### config.mk
export PLATFORM = sky130hd
export DESIGN_NAME = ipv4_dotted_decimal_parser
export DESIGN_NICKNAME = d
export VERILOG_FILES = /design/src/hdl/ipv4p_pkg.sv /design/src/hdl/ipv4p_in_stage.sv /design/src/hdl/ipv4p_core.sv /design/src/hdl/ipv4p_out_stage.sv /design/src/hdl/ipv4_dotted_decimal_parser.sv
export SDC_FILE = /design/constraint.sdc
export NUM_CORES = 1
export LEC_CHECK = 0
export BUFFER_PORTS_ARGS = -buffer_cell sky130_fd_sc_hd__buf_2
export CAP_MARGIN = 30
export CORE_MARGIN = 2
export CORE_UTILIZATION = 25
export DETAILED_ROUTE_END_ITERATION = 8
export GPL_TIMING_DRIVEN = 0
export PLACE_DENSITY = 0.46
export SKIP_LAST_GASP = 1
export SLEW_MARGIN = 20
export SYNTH_ARGS = -nofsm -noshare
export SYNTH_HDL_FRONTEND = slang
export SYNTH_SLANG_ARGS = --single-unit
### constraint.sdc
create_clock -name i_clk -period 3 [get_ports i_clk]
set_clock_uncertainty 0.2 [all_clocks]
set_input_delay 0.6 -clock i_clk [delete_from_list [all_inputs] [get_ports i_clk]]
set_output_delay 0.6 -clock i_clk [all_outputs]
set_load 0.01 [all_outputs]
### src/hdl/ipv4p_pkg.sv
// Shared constants, types and helpers for the dotted-decimal IPv4 parser.
// No dependencies; every other file of the block imports this package.
package ipv4p_pkg;

    localparam int unsigned CharWidth   = 8;
    localparam int unsigned AddrWidth   = 32;
    localparam int unsigned OctetWidth  = 8;
    localparam int unsigned ValueWidth  = 10;
    localparam int unsigned CountWidth  = 2;
    localparam int unsigned ClosedWidth = 3;
    localparam int unsigned OctetCount  = 4;

    localparam logic [CharWidth-1:0]  CharNul   = 8'h00;
    localparam logic [CharWidth-1:0]  CharDot   = 8'h2E;
    localparam logic [CharWidth-1:0]  CharZero  = 8'h30;
    localparam logic [CharWidth-1:0]  CharNine  = 8'h39;
    localparam logic [CountWidth-1:0] DigitsKept = 2'd3;
    localparam logic [ValueWidth-1:0] OctetMax  = 10'd255;

    // Handshake pair between two internal stages.
    typedef struct packed {
        logic valid;
        logic ready;
    } t_hand;

    // Saturate a decimal value of up to three digits to one octet.
    function automatic logic [OctetWidth-1:0] sat_octet(input logic [ValueWidth-1:0] v);
        logic [OctetWidth-1:0] res;
        if (v > OctetMax) begin
            res = OctetMax[OctetWidth-1:0];
        end else begin
            res = v[OctetWidth-1:0];
        end
        return res;
    endfunction

endpackage

### src/hdl/ipv4p_in_stage.sv
// Input register of the parser: holds one character beat until the core takes it.
// Depends on ipv4p_pkg.
module ipv4p_in_stage import ipv4p_pkg::*; (
    input  logic                 i_clk,
    input  logic                 i_rst_n,
    input  logic                 i_valid,
    output logic                 o_ready,
    input  logic [CharWidth-1:0] i_character,
    input  logic                 i_take,
    output logic                 o_held_valid,
    output logic [CharWidth-1:0] o_held_char
);

    logic                 r_valid;
    logic                 n_valid;
    logic [CharWidth-1:0] r_char;
    logic                 load;

    assign o_ready = !r_valid || i_take;
    assign load    = i_valid && o_ready;
    assign n_valid = load || (r_valid && !i_take);

    always_ff @(posedge i_clk) begin
        if (!i_rst_n) begin
            r_valid <= 1'b0;
        end else begin
            r_valid <= n_valid;
        end
    end

    always_ff @(posedge i_clk) begin
        if (load) begin
            r_char <= i_character;
        end
    end

    assign o_held_valid = r_valid;
    assign o_held_char  = r_char;

endmodule

### src/hdl/ipv4p_core.sv
// Parse state and per-character update: digit accumulation, octet close, stop on any
// other character and address assembly on the terminating NUL. Depends on ipv4p_pkg.
module ipv4p_core import ipv4p_pkg::*; (
    input  logic                 i_clk,
    input  logic                 i_rst_n,
    input  t_hand                i_in,
    input  logic [CharWidth-1:0] i_char,
    input  logic                 i_out_space,
    output logic                 o_take,
    output logic                 o_res_valid,
    output logic [AddrWidth-1:0] o_res_address
);

    logic [CountWidth-1:0]  r_digit_count;
    logic [CountWidth-1:0]  n_digit_count;
    logic [ValueWidth-1:0]  r_octet_value;
    logic [ValueWidth-1:0]  n_octet_value;
    logic [ClosedWidth-1:0] r_octets_closed;
    logic [ClosedWidth-1:0] n_octets_closed;
    logic [OctetWidth-1:0]  r_store [OctetCount];
    logic [OctetWidth-1:0]  n_store [OctetCount];
    logic                   r_stopped;
    logic                   n_stopped;

    logic                   is_nul;
    logic                   is_dot;
    logic                   is_digit;
    logic                   fire;
    logic                   has_room;
    logic                   pending;
    logic [OctetWidth-1:0]  sat_value;
    logic [OctetWidth-1:0]  close_value;
    logic [ValueWidth-1:0]  base_value;
    logic [ValueWidth+3:0]  times_ten;
    logic [CharWidth-1:0]   digit;
    logic [OctetWidth-1:0]  octet [OctetCount];

    assign is_nul   = (i_char == CharNul);
    assign is_dot   = (i_char == CharDot);
    assign is_digit = (i_char inside {[CharZero:CharNine]});

    // A NUL can only go once the output register has room for the address.
    assign fire     = i_in.valid && (!is_nul || i_out_space);
    assign o_take   = fire;
    assign has_room = !r_octets_closed[ClosedWidth-1];
    assign pending  = has_room && (r_digit_count != '0);

    assign sat_value   = sat_octet(r_octet_value);
    assign close_value = (r_digit_count != '0) ? sat_value : '0;
    assign base_value  = (r_digit_count == '0) ? '0 : r_octet_value;
    assign times_ten   = {base_value, 3'b000} + {2'b00, base_value, 1'b0};
    assign digit       = i_char - CharZero;

    always_comb begin
        for (int i = 0; i < OctetCount; i++) begin
            if (pending && (r_octets_closed[1:0] == 2'(i))) begin
                octet[i] = sat_value;
            end else begin
                octet[i] = r_store[i];
            end
        end
    end

    assign o_res_valid   = fire && is_nul;
    assign o_res_address = {octet[0], octet[1], octet[2], octet[3]};

    always_comb begin
        n_digit_count   = r_digit_count;
        n_octet_value   = r_octet_value;
        n_octets_closed = r_octets_closed;
        n_stopped       = r_stopped;
        for (int i = 0; i < OctetCount; i++) begin
            n_store[i] = r_store[i];
        end
        if (is_nul) begin
            n_digit_count   = '0;
            n_octet_value   = '0;
            n_octets_closed = '0;
            n_stopped       = 1'b0;
            for (int i = 0; i < OctetCount; i++) begin
                n_store[i] = '0;
            end
        end else if (!r_stopped) begin
            if (is_dot) begin
                // Dots after the fourth change nothing.
                if (has_room) begin
                    n_store[r_octets_closed[1:0]] = close_value;
                    n_octets_closed = r_octets_closed + 1'b1;
                    n_digit_count   = '0;
                    n_octet_value   = '0;
                end
            end else if (is_digit) begin
                if (r_digit_count < DigitsKept) begin
                    n_octet_value = times_ten[ValueWidth-1:0] + {2'b00, digit};
                    n_digit_count = r_digit_count + 1'b1;
                end
            end else begin
                n_stopped = 1'b1;
            end
        end
    end

    always_ff @(posedge i_clk) begin
        if (!i_rst_n) begin
            r_digit_count   <= '0;
            r_octet_value   <= '0;
            r_octets_closed <= '0;
            r_stopped       <= 1'b0;
            for (int i = 0; i < OctetCount; i++) begin
                r_store[i] <= '0;
            end
        end else if (fire) begin
            r_digit_count   <= n_digit_count;
            r_octet_value   <= n_octet_value;
            r_octets_closed <= n_octets_closed;
            r_stopped       <= n_stopped;
            for (int i = 0; i < OctetCount; i++) begin
                r_store[i] <= n_store[i];
            end
        end
    end

endmodule

### src/hdl/ipv4p_out_stage.sv
// Output register of the parser: holds one address beat until it is taken.
// Depends on ipv4p_pkg.
module ipv4p_out_stage import ipv4p_pkg::*; (
    input  logic                 i_clk,
    input  logic                 i_rst_n,
    input  logic                 i_load,
    input  logic [AddrWidth-1:0] i_address,
    output logic                 o_space,
    output logic                 o_valid,
    input  logic                 i_ready,
    output logic [AddrWidth-1:0] o_address
);

    logic                 r_valid;
    logic                 n_valid;
    logic [AddrWidth-1:0] r_address;

    assign o_space = !r_valid || i_ready;
    assign n_valid = i_load || (r_valid && !i_ready);

    always_ff @(posedge i_clk) begin
        if (!i_rst_n) begin
            r_valid <= 1'b0;
        end else begin
            r_valid <= n_valid;
        end
    end

    always_ff @(posedge i_clk) begin
        if (i_load) begin
            r_address <= i_address;
        end
    end

    assign o_valid   = r_valid;
    assign o_address = r_address;

endmodule

### src/hdl/ipv4_dotted_decimal_parser.sv
// Top level of the dotted-decimal IPv4 parser: input register, parse core,
// output register. Depends on ipv4p_pkg, ipv4p_in_stage, ipv4p_core, ipv4p_out_stage.
//
//   Channel  | Handshake          | Payload
//   ---------+--------------------+---------------------------
//   input    | i_valid / o_ready  | i_character  (8 bits)
//   output   | o_valid / i_ready  | o_address    (32 bits)
//
// One character beat is taken per cycle unless a waiting NUL stalls the input;
// the parse state updates between the input register and the output register.
// A NUL beat goes from the input register to the output register as an address.
// Only a NUL that meets a full, stalled output register waits in the input
// register; other characters keep flowing while an address waits.
// Reset (synchronous, active low) clears all parse state and both valid flags.
module ipv4_dotted_decimal_parser import ipv4p_pkg::*; (
    input  logic                 i_clk,
    input  logic                 i_rst_n,
    input  logic                 i_valid,
    output logic                 o_ready,
    input  logic [CharWidth-1:0] i_character,
    output logic                 o_valid,
    input  logic                 i_ready,
    output logic [AddrWidth-1:0] o_address
);

    t_hand                in_hand;
    logic [CharWidth-1:0] held_char;
    logic                 take;
    logic                 out_space;
    logic                 res_valid;
    logic [AddrWidth-1:0] res_address;

    assign in_hand.ready = take;

    ipv4p_in_stage u_in_stage (
        .i_clk        (i_clk),
        .i_rst_n      (i_rst_n),
        .i_valid      (i_valid),
        .o_ready      (o_ready),
        .i_character  (i_character),
        .i_take       (take),
        .o_held_valid (in_hand.valid),
        .o_held_char  (held_char)
    );

    ipv4p_core u_core (
        .i_clk         (i_clk),
        .i_rst_n       (i_rst_n),
        .i_in          (in_hand),
        .i_char        (held_char),
        .i_out_space   (out_space),
        .o_take        (take),
        .o_res_valid   (res_valid),
        .o_res_address (res_address)
    );

    ipv4p_out_stage u_out_stage (
        .i_clk     (i_clk),
        .i_rst_n   (i_rst_n),
        .i_load    (res_valid),
        .i_address (res_address),
        .o_space   (out_space),
        .o_valid   (o_valid),
        .i_ready   (i_ready),
        .o_address (o_address)
    );

endmodule

Word level (Yosys, flattened, before mapping)
Memories as Yosys holds them, arrays and structs flattened.
Cells that the tools add are included.
{"block": "word_totals", "reg_bits": 58, "latchBits": 0, "mem_bits_rw": 32, "rom_bits": 0, "in_bits": 12, "output_inout_bits": 34, "word_cells": 108, "n_memories": 1}
{"block": "classes", "add_sub_neg": 5, "multipliers": 0, "div_mod_pow": 0, "n_lt_le_gt_ge": 6, "n_eq_ne": 7, "n_shift": 0, "n_mux": 42, "n_bitwise": 5, "n_reduce_logical": 33}
{"memory": "u_core.r_store", "depth": 4, "width": 8, "rd": 4, "rd_clocked_by_memory_dff": 0, "write_ports": 4, "line_no": "ipv4p_core.sv:20", "rtl": "logic [OctetWidth-1:0] r_store [OctetCount];"}
{"operator": "two-way mux 32 bit", "count": 4}
{"operator": "two-way mux 8 bit", "count": 11}
{"operator": "two-way mux 10 bit", "count": 6}
{"operator": "bitwise mux 32 bit", "count": 1}
{"operator": "demux 8 bit (select 2 bit)", "count": 1}
{"operator": "logical AND 1 bit", "count": 12}
{"operator": "two-way mux 2 bit", "count": 6}
{"operator": "two-way mux 3 bit", "count": 4}
{"operator": "adder 10 bit", "count": 1}
{"operator": "adder 10 x 8 -> 10 bit", "count": 1}
{"operator": "> comparator 10 x 8 -> 1 bit (second input constant)", "count": 1}
{"operator": "two-way mux 9 bit", "count": 1}
{"operator": "== test 8 x 6 -> 1 bit (second input constant)", "count": 1}
{"operator": ">= comparator 8 x 6 -> 1 bit (second input constant)", "count": 1}
{"operator": "less-or-equal comparator 8 x 6 -> 1 bit (second input constant)", "count": 1}
{"operator": "logical NOT 8 bit", "count": 1}
{"operator": "two-way mux 1 bit", "count": 8}
{"operator": "subtractor 8 x 6 -> 8 bit (second input constant)", "count": 1}
{"operator": "logical NOT 1 bit", "count": 6}
{"operator": "nonzero test 3 bit", "count": 2}
{"operator": "logical OR 1 bit", "count": 5}
{"operator": "AND reduction 5 bit", "count": 1}
{"operator": "== test 2 bit (second input constant)", "count": 2}
{"operator": "logical NOT 2 bit", "count": 2}
{"operator": "other kinds (13)", "count": 18}

Logic depth before layout (Yosys ltp)
Gate-level depths: netlist of the first run.
{"block": "depth", "word_depth": 11, "mapped_depth": 13, "mapped_depth_nobuf": 12}

Modules after synthesis
Synthesis of the first run repeated with hierarchy kept, for this count alone.
{"block": "unflattened", "hier_cells": 384, "area_unflattened_um2": 4569.4}
{"mod": "ipv4p_core", "instances": 1, "cells_per_inst": 335, "area_per_inst_um2": 3261.9, "seq_area_each_um2": 1281.2}
{"mod": "ipv4p_out_stage", "instances": 1, "cells_per_inst": 36, "area_per_inst_um2": 1009.7, "seq_area_each_um2": 980.9}
{"mod": "ipv4p_in_stage", "instances": 1, "cells_per_inst": 13, "area_per_inst_um2": 297.8, "seq_area_each_um2": 260.2}

Worst setup path after synthesis of the first run
No wires, ideal clock.
{"block": "synth_path", "path_kind": "flip-flop to flip-flop", "from": "register u_in_stage.r_char[4], in the netlist u_in_stage.o_held_char[4]", "to": "register u_core.r_digit_count[0]", "setup_time_ns": 0.121, "arrival_ns": 2.921, "required_ns": 2.679, "setup_slack_ns": -0.241, "stages_incl_launch_ff": 9, "path_buffers": 1, "synth_period_minus_slack_ns": 3.241, "cell_sequence": "edfxtp_1 -> inv_1 -> ha_1 -> or4b_4 -> nor3_4 -> o32ai_4 -> and2_4 -> buf_6 -> mux2_2"}
{"block": "synth_between", "elab_chain_len": 5, "elab_cells_between_ends": 16, "classes_between": "order compare: 2; eq/ne: 3; mux: 3; reduce/logical: 8"}
{"item": "start: declaration", "line_no": "ipv4p_in_stage.sv:16", "rtl": "logic [CharWidth-1:0] r_char;"}
{"item": "start signal: assignment", "line_no": "ipv4p_in_stage.sv:33", "rtl": "r_char <= i_character;"}
{"item": "parallel branches: the longest is 5 deep, another holds >= comparator 8 x 6 -> 1 bit"}
{"item": "end signal: assignment", "line_no": "ipv4p_core.sv:113", "rtl": "r_digit_count <= n_digit_count;"}
{"item": "end: declaration", "line_no": "ipv4p_core.sv:14", "rtl": "logic [CountWidth-1:0] r_digit_count;"}
Parallel ways; which one is timed is not known. The select of a mux whose other input is x is not followed.
A chain may end at the register's enable or synchronous reset.

Final worst setup path of the first run
{"block": "layout_path", "from": "register u_core.r_digit_count[0]", "to": "register u_core.r_octet_value[8]"}
{"block": "layout_between", "elab_chain_len": 9, "elab_cells_between_ends": 12, "classes_between": "add/sub: 2; order compare: 1; mux: 6; reduce/logical: 3"}
{"item": "logical NOT 2 bit", "line_no": "ipv4p_core.sv:50", "rtl": "assign base_value = (r_digit_count == '0) ? '0 : r_octet_value;"}
{"item": "two-way mux 9 bit", "line_no": "ipv4p_core.sv:50"}
{"item": "adder 10 bit", "line_no": "ipv4p_core.sv:51", "rtl": "assign times_ten = {base_value, 3'b000} + {2'b00, base_value, 1'b0};"}
{"item": "adder 10 x 8 -> 10 bit", "line_no": "ipv4p_core.sv:94", "rtl": "n_octet_value = times_ten[ValueWidth-1:0] + {2'b00, digit};"}
{"item": "two-way mux 10 bit", "line_no": "ipv4p_core.sv:93", "rtl": "if (r_digit_count < DigitsKept) begin"}
{"item": "two-way mux 10 bit", "line_no": "ipv4p_core.sv:92", "rtl": "end else if (is_digit) begin"}
{"item": "two-way mux 10 bit", "line_no": "ipv4p_core.sv:84", "rtl": "if (is_dot) begin"}
{"item": "two-way mux 10 bit", "line_no": "ipv4p_core.sv:83", "rtl": "end else if (!r_stopped) begin"}
{"item": "two-way mux 10 bit", "line_no": "ipv4p_core.sv:75", "rtl": "if (is_nul) begin"}
{"item": "end signal: assignment", "line_no": "ipv4p_core.sv:114", "rtl": "r_octet_value <= n_octet_value;"}
{"item": "end: declaration", "line_no": "ipv4p_core.sv:16", "rtl": "logic [ValueWidth-1:0] r_octet_value;"}
Several ways; a longest one is shown, not always the timed one. The select of a mux whose other input is x is not followed.

==> results.cfg, run 1 <==
[timing]
final.setup.tns_ps = 0
finalSetupViolations = 0
max_freq_mhz = 337
report.final.slew_viol_count = 0
final-hold-violation-count = 0
min_period_ps = 2970
rsz0062_at_grt = yes
worst_slew_pin_slew_ps = 776
holdWs_ps = 235
finalCritPeriodShare = 0.989
maxSlewHeadroom = 0.481

[route]
detail_route.vias_per_cell = 4.48
detail_route.wl_per_cell_um = 14.5
first_iter_violations = 176
drtPass1Iterations = 4
ant_nets = 0
route.final.wire_length_mm = 9.78
detailroute.via_count = 3017
route.detailed.drc = 0

[synth]
dominant_combinational_cell_family_by_area_after_synthesis = compound AO/OA/AOI/OAI gates
synth_compound_area_frac = 0.129
yosys_register_bits = 90
synth_top_area_frac = 0.470
synth-edff-count = 72
synth_top_cell_by_area = sky130_fd_sc_hd__edfxtp_1
post_synthesis_instance_area_sq_um = 4600
synth_simple_gate_area_share = 0.118
synth_mux_area_frac = 0.0743
post_synth_net_total = 416
netlist_instances = 379
ys_async_sr_fraction = 0
yosys.cell_types.count = 47
synth_top_flop_cell = sky130_fd_sc_hd__edfxtp_1
yosys_warnings = 0
syn_avg_cell_area_sq_um = 12.1
post_synth_xor_area_fraction = 0.0152
ys_top_cells_by_area = sky130_fd_sc_hd__edfxtp_1, sky130_fd_sc_hd__dfxtp_1, sky130_fd_sc_hd__mux2i_1
synthesized_area_fraction_occupied_by_adder_cells = 0.0778
synth.yosys.seq_area_share = 0.549

[worst_setup_path]
criticalPathCategory = reg2reg
critical_path.reg2reg.startpoint = u_core.r_digit_count[0]
critical_path_required_time_ps = 3040
cp_launch_type = flop
worstPathArrival_ps = 3000
worst_setup_path_startpoint = u_core.r_digit_count[0]
setup.worst_path.end_class = flop
critical_path_peak_fanout = 12

[floorplanning]
die_h_um = 140
pin_count = 46
placement_rows = 49
chipWidth_um = 140
core-area_sq_um = 18000
floorplan.initialDensity = 0.255
fp.dieArea_sq_um = 19500

[final_layout]
antenna_cells_inserted = 0
layout-drive-gt1-share = 0.196
n_fill_cell = 1875
final_cell_count_without_fillers = 673
areaGrowthSynthToFinish_pct = 19.9
postLayoutCellArea_sq_um = 5520
final_cell_mix = sky130_fd_sc_hd__edfxtp_1, sky130_fd_sc_hd__nor2_1, sky130_fd_sc_hd__buf_2
num-nets-final = 476
layout.cells.most_common = sky130_fd_sc_hd__edfxtp_1

[clocking]
cts.sink_count = 90
clock_tree.root_cell = sky130_fd_sc_hd__clkbuf_16
cts_tree = yes
cts_inserted_buffers = 9
clock_input_transition_at_the_sequential_cells_of_the_worst_setup_and_hold_paths_ps = 70
cts_hold_repair.buffers = 0
cts_buffer_depth = 2
worstSkewPairLatency_ps = 340
htreeDepth = 3

[placed_design]
post-place-cells = 655
globalplace.congestion = 0.753
placed_cell_area_sq_um = 5140
place.port_buffers = 45
place.detailed.hpwl_mm = 7.22

[job]
drv.max_cap_violation_count = 0

[power_and_ir_drop]
cellInternalPower_w = 0.00218
combinationalPowerShare = 0.052
part_of_the_total_power_dissipated_in_the_clock_network = 0.439
vdd.ir_drop.worst_v = 0.000263
sequentialPowerShare = 0.508
leakage_nw = 2.13
netSwitchingPower_w = 0.000582
power-per-cell-area_nw_per_um2 = 500
switching_share = 0.211

[grt]
grt_first_pass_wirelength_mm = 16.5
grt_antenna_before_repair = 0
groute.usage.overall = 0.107
grt_overflow_total = 0
grt_start_max_net_pins = 33
first_global_vias = 3099

[run_status]
status = complete, no violations

[hold_path]
holdCritStartpoint = i_character[5]
hold_path_class = in2reg
-- area by class of cell --
type | count | area (sq um) | area share
repair buffers | 50 | 275 | 0.0499
clock inverters | 5 | 86.3 | 0.0157
inverters | 23 | 86.3 | 0.0157
flip-flops and latches | 90 | 2520 | 0.457
well taps | 229 | 287 | 0.0520
multi-input cells | 246 | 1950 | 0.353
plain buffers | 19 | 78.8 | 0.0143
clock buffers | 11 | 233 | 0.0422
-- per-stage QoR --
stage,utilization,setup WS (ps),power (W)
finish,0.306,33.5,0.00276
global route,0.306,-133,0.00288
CTS,0.305,-25.0,0.00281
detailed placement,0.285,-462,0.00157
global placement,0.283,-730,0.00157
floorplan,-,-227,0.00153
-- timing repair --
| item | CTS | global route |
|---|---|---|
| setup buffers | 1 | 1 |
| pin swaps | 0 | 1 |
| resized for setup | 5 | 4 |
| setup endpoints to repair | 37 | 35 |
-- per-layer routing --
| layer | GRT usage | up-vias | share of wire |
|---|---|---|---|
| met5 | 0 | - | 0 |
| met4 | 0.0316 | 0 | 0.0091 |
| met3 | 0.0310 | 6 | 0.047 |
| met2 | 0.170 | 71 | 0.45 |
| met1 | 0.142 | 1427 | 0.49 |
| li1 | - | 1513 | - |
-- registers in the layout, indices dropped and copies added (netlist names), 2 cells and up --
register / cells
u_core.r_digit_count: 2
u_core.r_octet_value: 10
u_core.r_octets_closed: 3
u_core.r_store: 32
u_in_stage.o_held_char: 8
u_out_stage.o_address: 32
-- synth_stat cells, types with 2 or more instances --
cell,number
sky130_fd_sc_hd__a211oi_1,5
sky130_fd_sc_hd__nand4_1,2
sky130_fd_sc_hd__xor2_1,3
sky130_fd_sc_hd__fa_1,6
sky130_fd_sc_hd__xnor2_1,5
sky130_fd_sc_hd__clkbuf_1,18
sky130_fd_sc_hd__a21oi_1,5
sky130_fd_sc_hd__o21ai_0,8
sky130_fd_sc_hd__nand2b_1,11
sky130_fd_sc_hd__o41ai_1,2
sky130_fd_sc_hd__a21o_1,3
sky130_fd_sc_hd__nand2_1,6
sky130_fd_sc_hd__o21bai_1,2
sky130_fd_sc_hd__nand3_1,5
sky130_fd_sc_hd__or4b_4,2
sky130_fd_sc_hd__a22o_2,7
sky130_fd_sc_hd__ha_1,19
sky130_fd_sc_hd__nor3_1,4
sky130_fd_sc_hd__a22o_1,32
sky130_fd_sc_hd__dfxtp_1,18
sky130_fd_sc_hd__o22ai_1,2
sky130_fd_sc_hd__nor2b_1,9
sky130_fd_sc_hd__nor2_1,55
sky130_fd_sc_hd__inv_1,23
sky130_fd_sc_hd__mux2i_1,33
sky130_fd_sc_hd__nor3b_1,2
sky130_fd_sc_hd__edfxtp_1,72
-- kinds of logic after synthesis --
family                     Yosys count
and+or+nand+nor                    106
DFF                                 90
AOI/OAI and AO/OA                   73
buffers and inverters               43
muxes                               34
adders and majority gates           25
xor gates and xnor gates             8
-- critical path, stage by stage, from the launching register on --
cell and delay [ps]:
sky130_fd_sc_hd__dfxtp_1 310, sky130_fd_sc_hd__inv_1 120, sky130_fd_sc_hd__ha_4 220, sky130_fd_sc_hd__nand2b_1 210, sky130_fd_sc_hd__inv_1 70, sky130_fd_sc_hd__ha_1 280
sky130_fd_sc_hd__ha_1 250, sky130_fd_sc_hd__fa_2 390, sky130_fd_sc_hd__a211oi_2 220, sky130_fd_sc_hd__o21bai_1 100, sky130_fd_sc_hd__a21oi_1 180, sky130_fd_sc_hd__xnor2_1 90
sky130_fd_sc_hd__a22o_2 220
-- power groups by stage --
stage          Clock (W)  Sequential (W)  Combinational [W]
2_1_floorplan          0         0.00142           0.000104
3_3_place_gp           0         0.00143           0.000141
3_5_place_dp           0         0.00143           0.000143
4_1_cts          0.00126         0.00140           0.000146
5_1_grt          0.00131         0.00141           0.000166
6_report         0.00121         0.00140           0.000145
-- final timing paths --
| path | end | slack (ps) | depth (start not counted) |
|---|---|---|---|
| hold reg to reg | u_core.r_octet_value[9] | 290 | 1 |
| setup / recovery | u_core.r_octet_value[8] | 30 | 12 |
| hold / removal | u_in_stage.o_held_char[5] | 240 | 1 |
| setup reg to reg | u_core.r_octet_value[8] | 30 | 12 |
No activity file was read; power rests on OpenSTA's default activity.
==> inputs of run 2 (changes only) <==
Settings changed: REMOVE_ABC_BUFFERS set to 1.
==> results.cfg, run 2 (synthesized netlist as in run 1, its figures left out) <==
[timing]
report.final.slew_viol_count = 0
max_freq_mhz = 345
finalCritPeriodShare = 0.965
min_period_ps = 2900
final.setup.tns_ps = 0
finalSetupViolations = 0
worst_slew_pin_slew_ps = 824
rsz0062_at_grt = yes
maxSlewHeadroom = 0.448
layout_setup_ws_ps = 104
final-hold-violation-count = 0

[final_layout]
n_fill_cell = 1861
num-nets-final = 465
layout.cells.most_common = sky130_fd_sc_hd__edfxtp_1
final_cell_mix = sky130_fd_sc_hd__edfxtp_1, sky130_fd_sc_hd__nor2_1, sky130_fd_sc_hd__buf_2
final_util = 0.309
antenna_cells_inserted = 0
areaGrowthSynthToFinish_pct = 21.2
postLayoutCellArea_sq_um = 5570
layout-drive-gt1-share = 0.261

[clocking]
clock_tree.root_cell = sky130_fd_sc_hd__clkbuf_16
cts_tree = yes
clock_input_transition_at_the_sequential_cells_of_the_worst_setup_and_hold_paths_ps = 70
htreeDepth = 3
cts_buffer_depth = 2
cts.sink_count = 90
worstSkewPairLatency_ps = 350
cts_inserted_buffers = 9

[worst_setup_path]
cp_launch_type = flop
setup.worst_path.end_class = flop
critPathMaxStageDelay_ps = 550
path_cells = ha_2, xor2_1, fa_1, inv_1, ha_4, or4_4, o22ai_4, xnor2_1, a22o_2
reg2reg_setup_slack_ps = 100
critical-path-slowest-cell = sky130_fd_sc_hd__or4_4
critical_path_required_time_ps = 3050
criticalPathCategory = reg2reg
critical_path_peak_fanout = 4
worstPathArrival_ps = 2950

[hold_path]
hold_path_class = in2reg

[power_and_ir_drop]
leakage_nw = 2.16
part_of_the_total_power_dissipated_in_the_clock_network = 0.436
sequentialPowerShare = 0.508
total_power_w = 0.00276
combinationalPowerShare = 0.056
netSwitchingPower_w = 0.000647
vdd.ir_drop.worst_v = 0.000332
switching_share = 0.234
cellInternalPower_w = 0.00211
power-per-cell-area_nw_per_um2 = 495

[route]
drtPass1Iterations = 4
route.detailed.drc = 0
detail_route.vias_per_cell = 4.54
route.final.wire_length_mm = 10.1
detail_route.wl_per_cell_um = 15.2
detailroute.via_count = 3005
first_iter_violations = 166
ant_nets = 0

[floorplanning]
floorplan.initialDensity = 0.255
pin_count = 46
placement_rows = 49
fp.dieArea_sq_um = 19500
die_h_um = 140
core-area_sq_um = 18000
chipWidth_um = 140

[grt]
grt_antenna_before_repair = 0
groute.usage.overall = 0.106
grt_start_max_net_pins = 33
grt_overflow_total = 0
grt_first_pass_wirelength_mm = 16.2
first_global_vias = 2903

[job]
drv.max_cap_violation_count = 0

[placed_design]
place.port_buffers = 45
dpl_worst_slack_ps = -549
place.detailed.hpwl_mm = 7.01
globalplace.congestion = 0.757
placed_cell_area_sq_um = 5080

[run_status]
status = complete, no violations
-- run 2: repair_timing --
| item | in CTS | in global routing |
|---|---|---|
| setup buffers | 2 | 7 |
| hold buffers | 0 | 0 |
| pin swaps | 1 | 4 |
| gates cloned | 0 | 0 |
| resized for setup | 6 | 26 |
| setup endpoints to repair | 38 | 3 |
-- run 2: power by group through the flow --
stage / clock network (W) / registers [W] / logic [W]
3_5_place_dp: 0 / 0.00143 / 0.000141
4_1_cts: 0.00124 / 0.00140 / 0.000144
6_report: 0.00120 / 0.00140 / 0.000154
3_3_place_gp: 0 / 0.00143 / 0.000137
5_1_grt: 0.00128 / 0.00141 / 0.000174
2_1_floorplan: 0 / 0.00142 / 0.0000996
-- run 2: area by class of cell --
class / count / area (sq um) / area share
inverters: 23 / 86.3 / 0.0155
clock inverters: 7 / 87.6 / 0.0157
repair buffers: 58 / 343 / 0.0615
clock buffers: 9 / 225 / 0.0404
multi-input cells: 246 / 2020 / 0.362
flip-flops and latches: 90 / 2520 / 0.453
well taps: 229 / 287 / 0.0514
-- run 2: metrics by stage --
stage               std cells  hold slack (ps)
finish                    662              222
global route              662              207
CTS                       655              207
detailed placement        637              262
global placement          633              264
floorplan                 359              246
-- run 2: worst paths after layout --
kind,start,endpoint,cells past startpoint
setup / recovery,u_in_stage.o_held_char[4],u_core.r_octet_value[9],9
hold reg to reg,u_core.r_octet_value[9],u_core.r_octet_value[9],1
hold / removal,i_character[2],u_in_stage.o_held_char[2],1
setup reg to reg,u_in_stage.o_held_char[4],u_core.r_octet_value[9],9
-- run 2: critical path: cells and delay by family (launching register included) --
kind            cells  cell delay, ps
compound gates      2             360
flops               1             470
simple gates        1             550
buf+inv             1              60
fa+ha+maj           3             930
xor+xnor            2             250
-- run 2: per-layer routing --
metal,up-vias,part of all wire,global-route usage
li1,1492,-,-
met1,1431,0.48,0.143
met2,73,0.46,0.163
met3,9,0.051,0.0327
met4,0,0.010,0.0300
met5,-,0,0
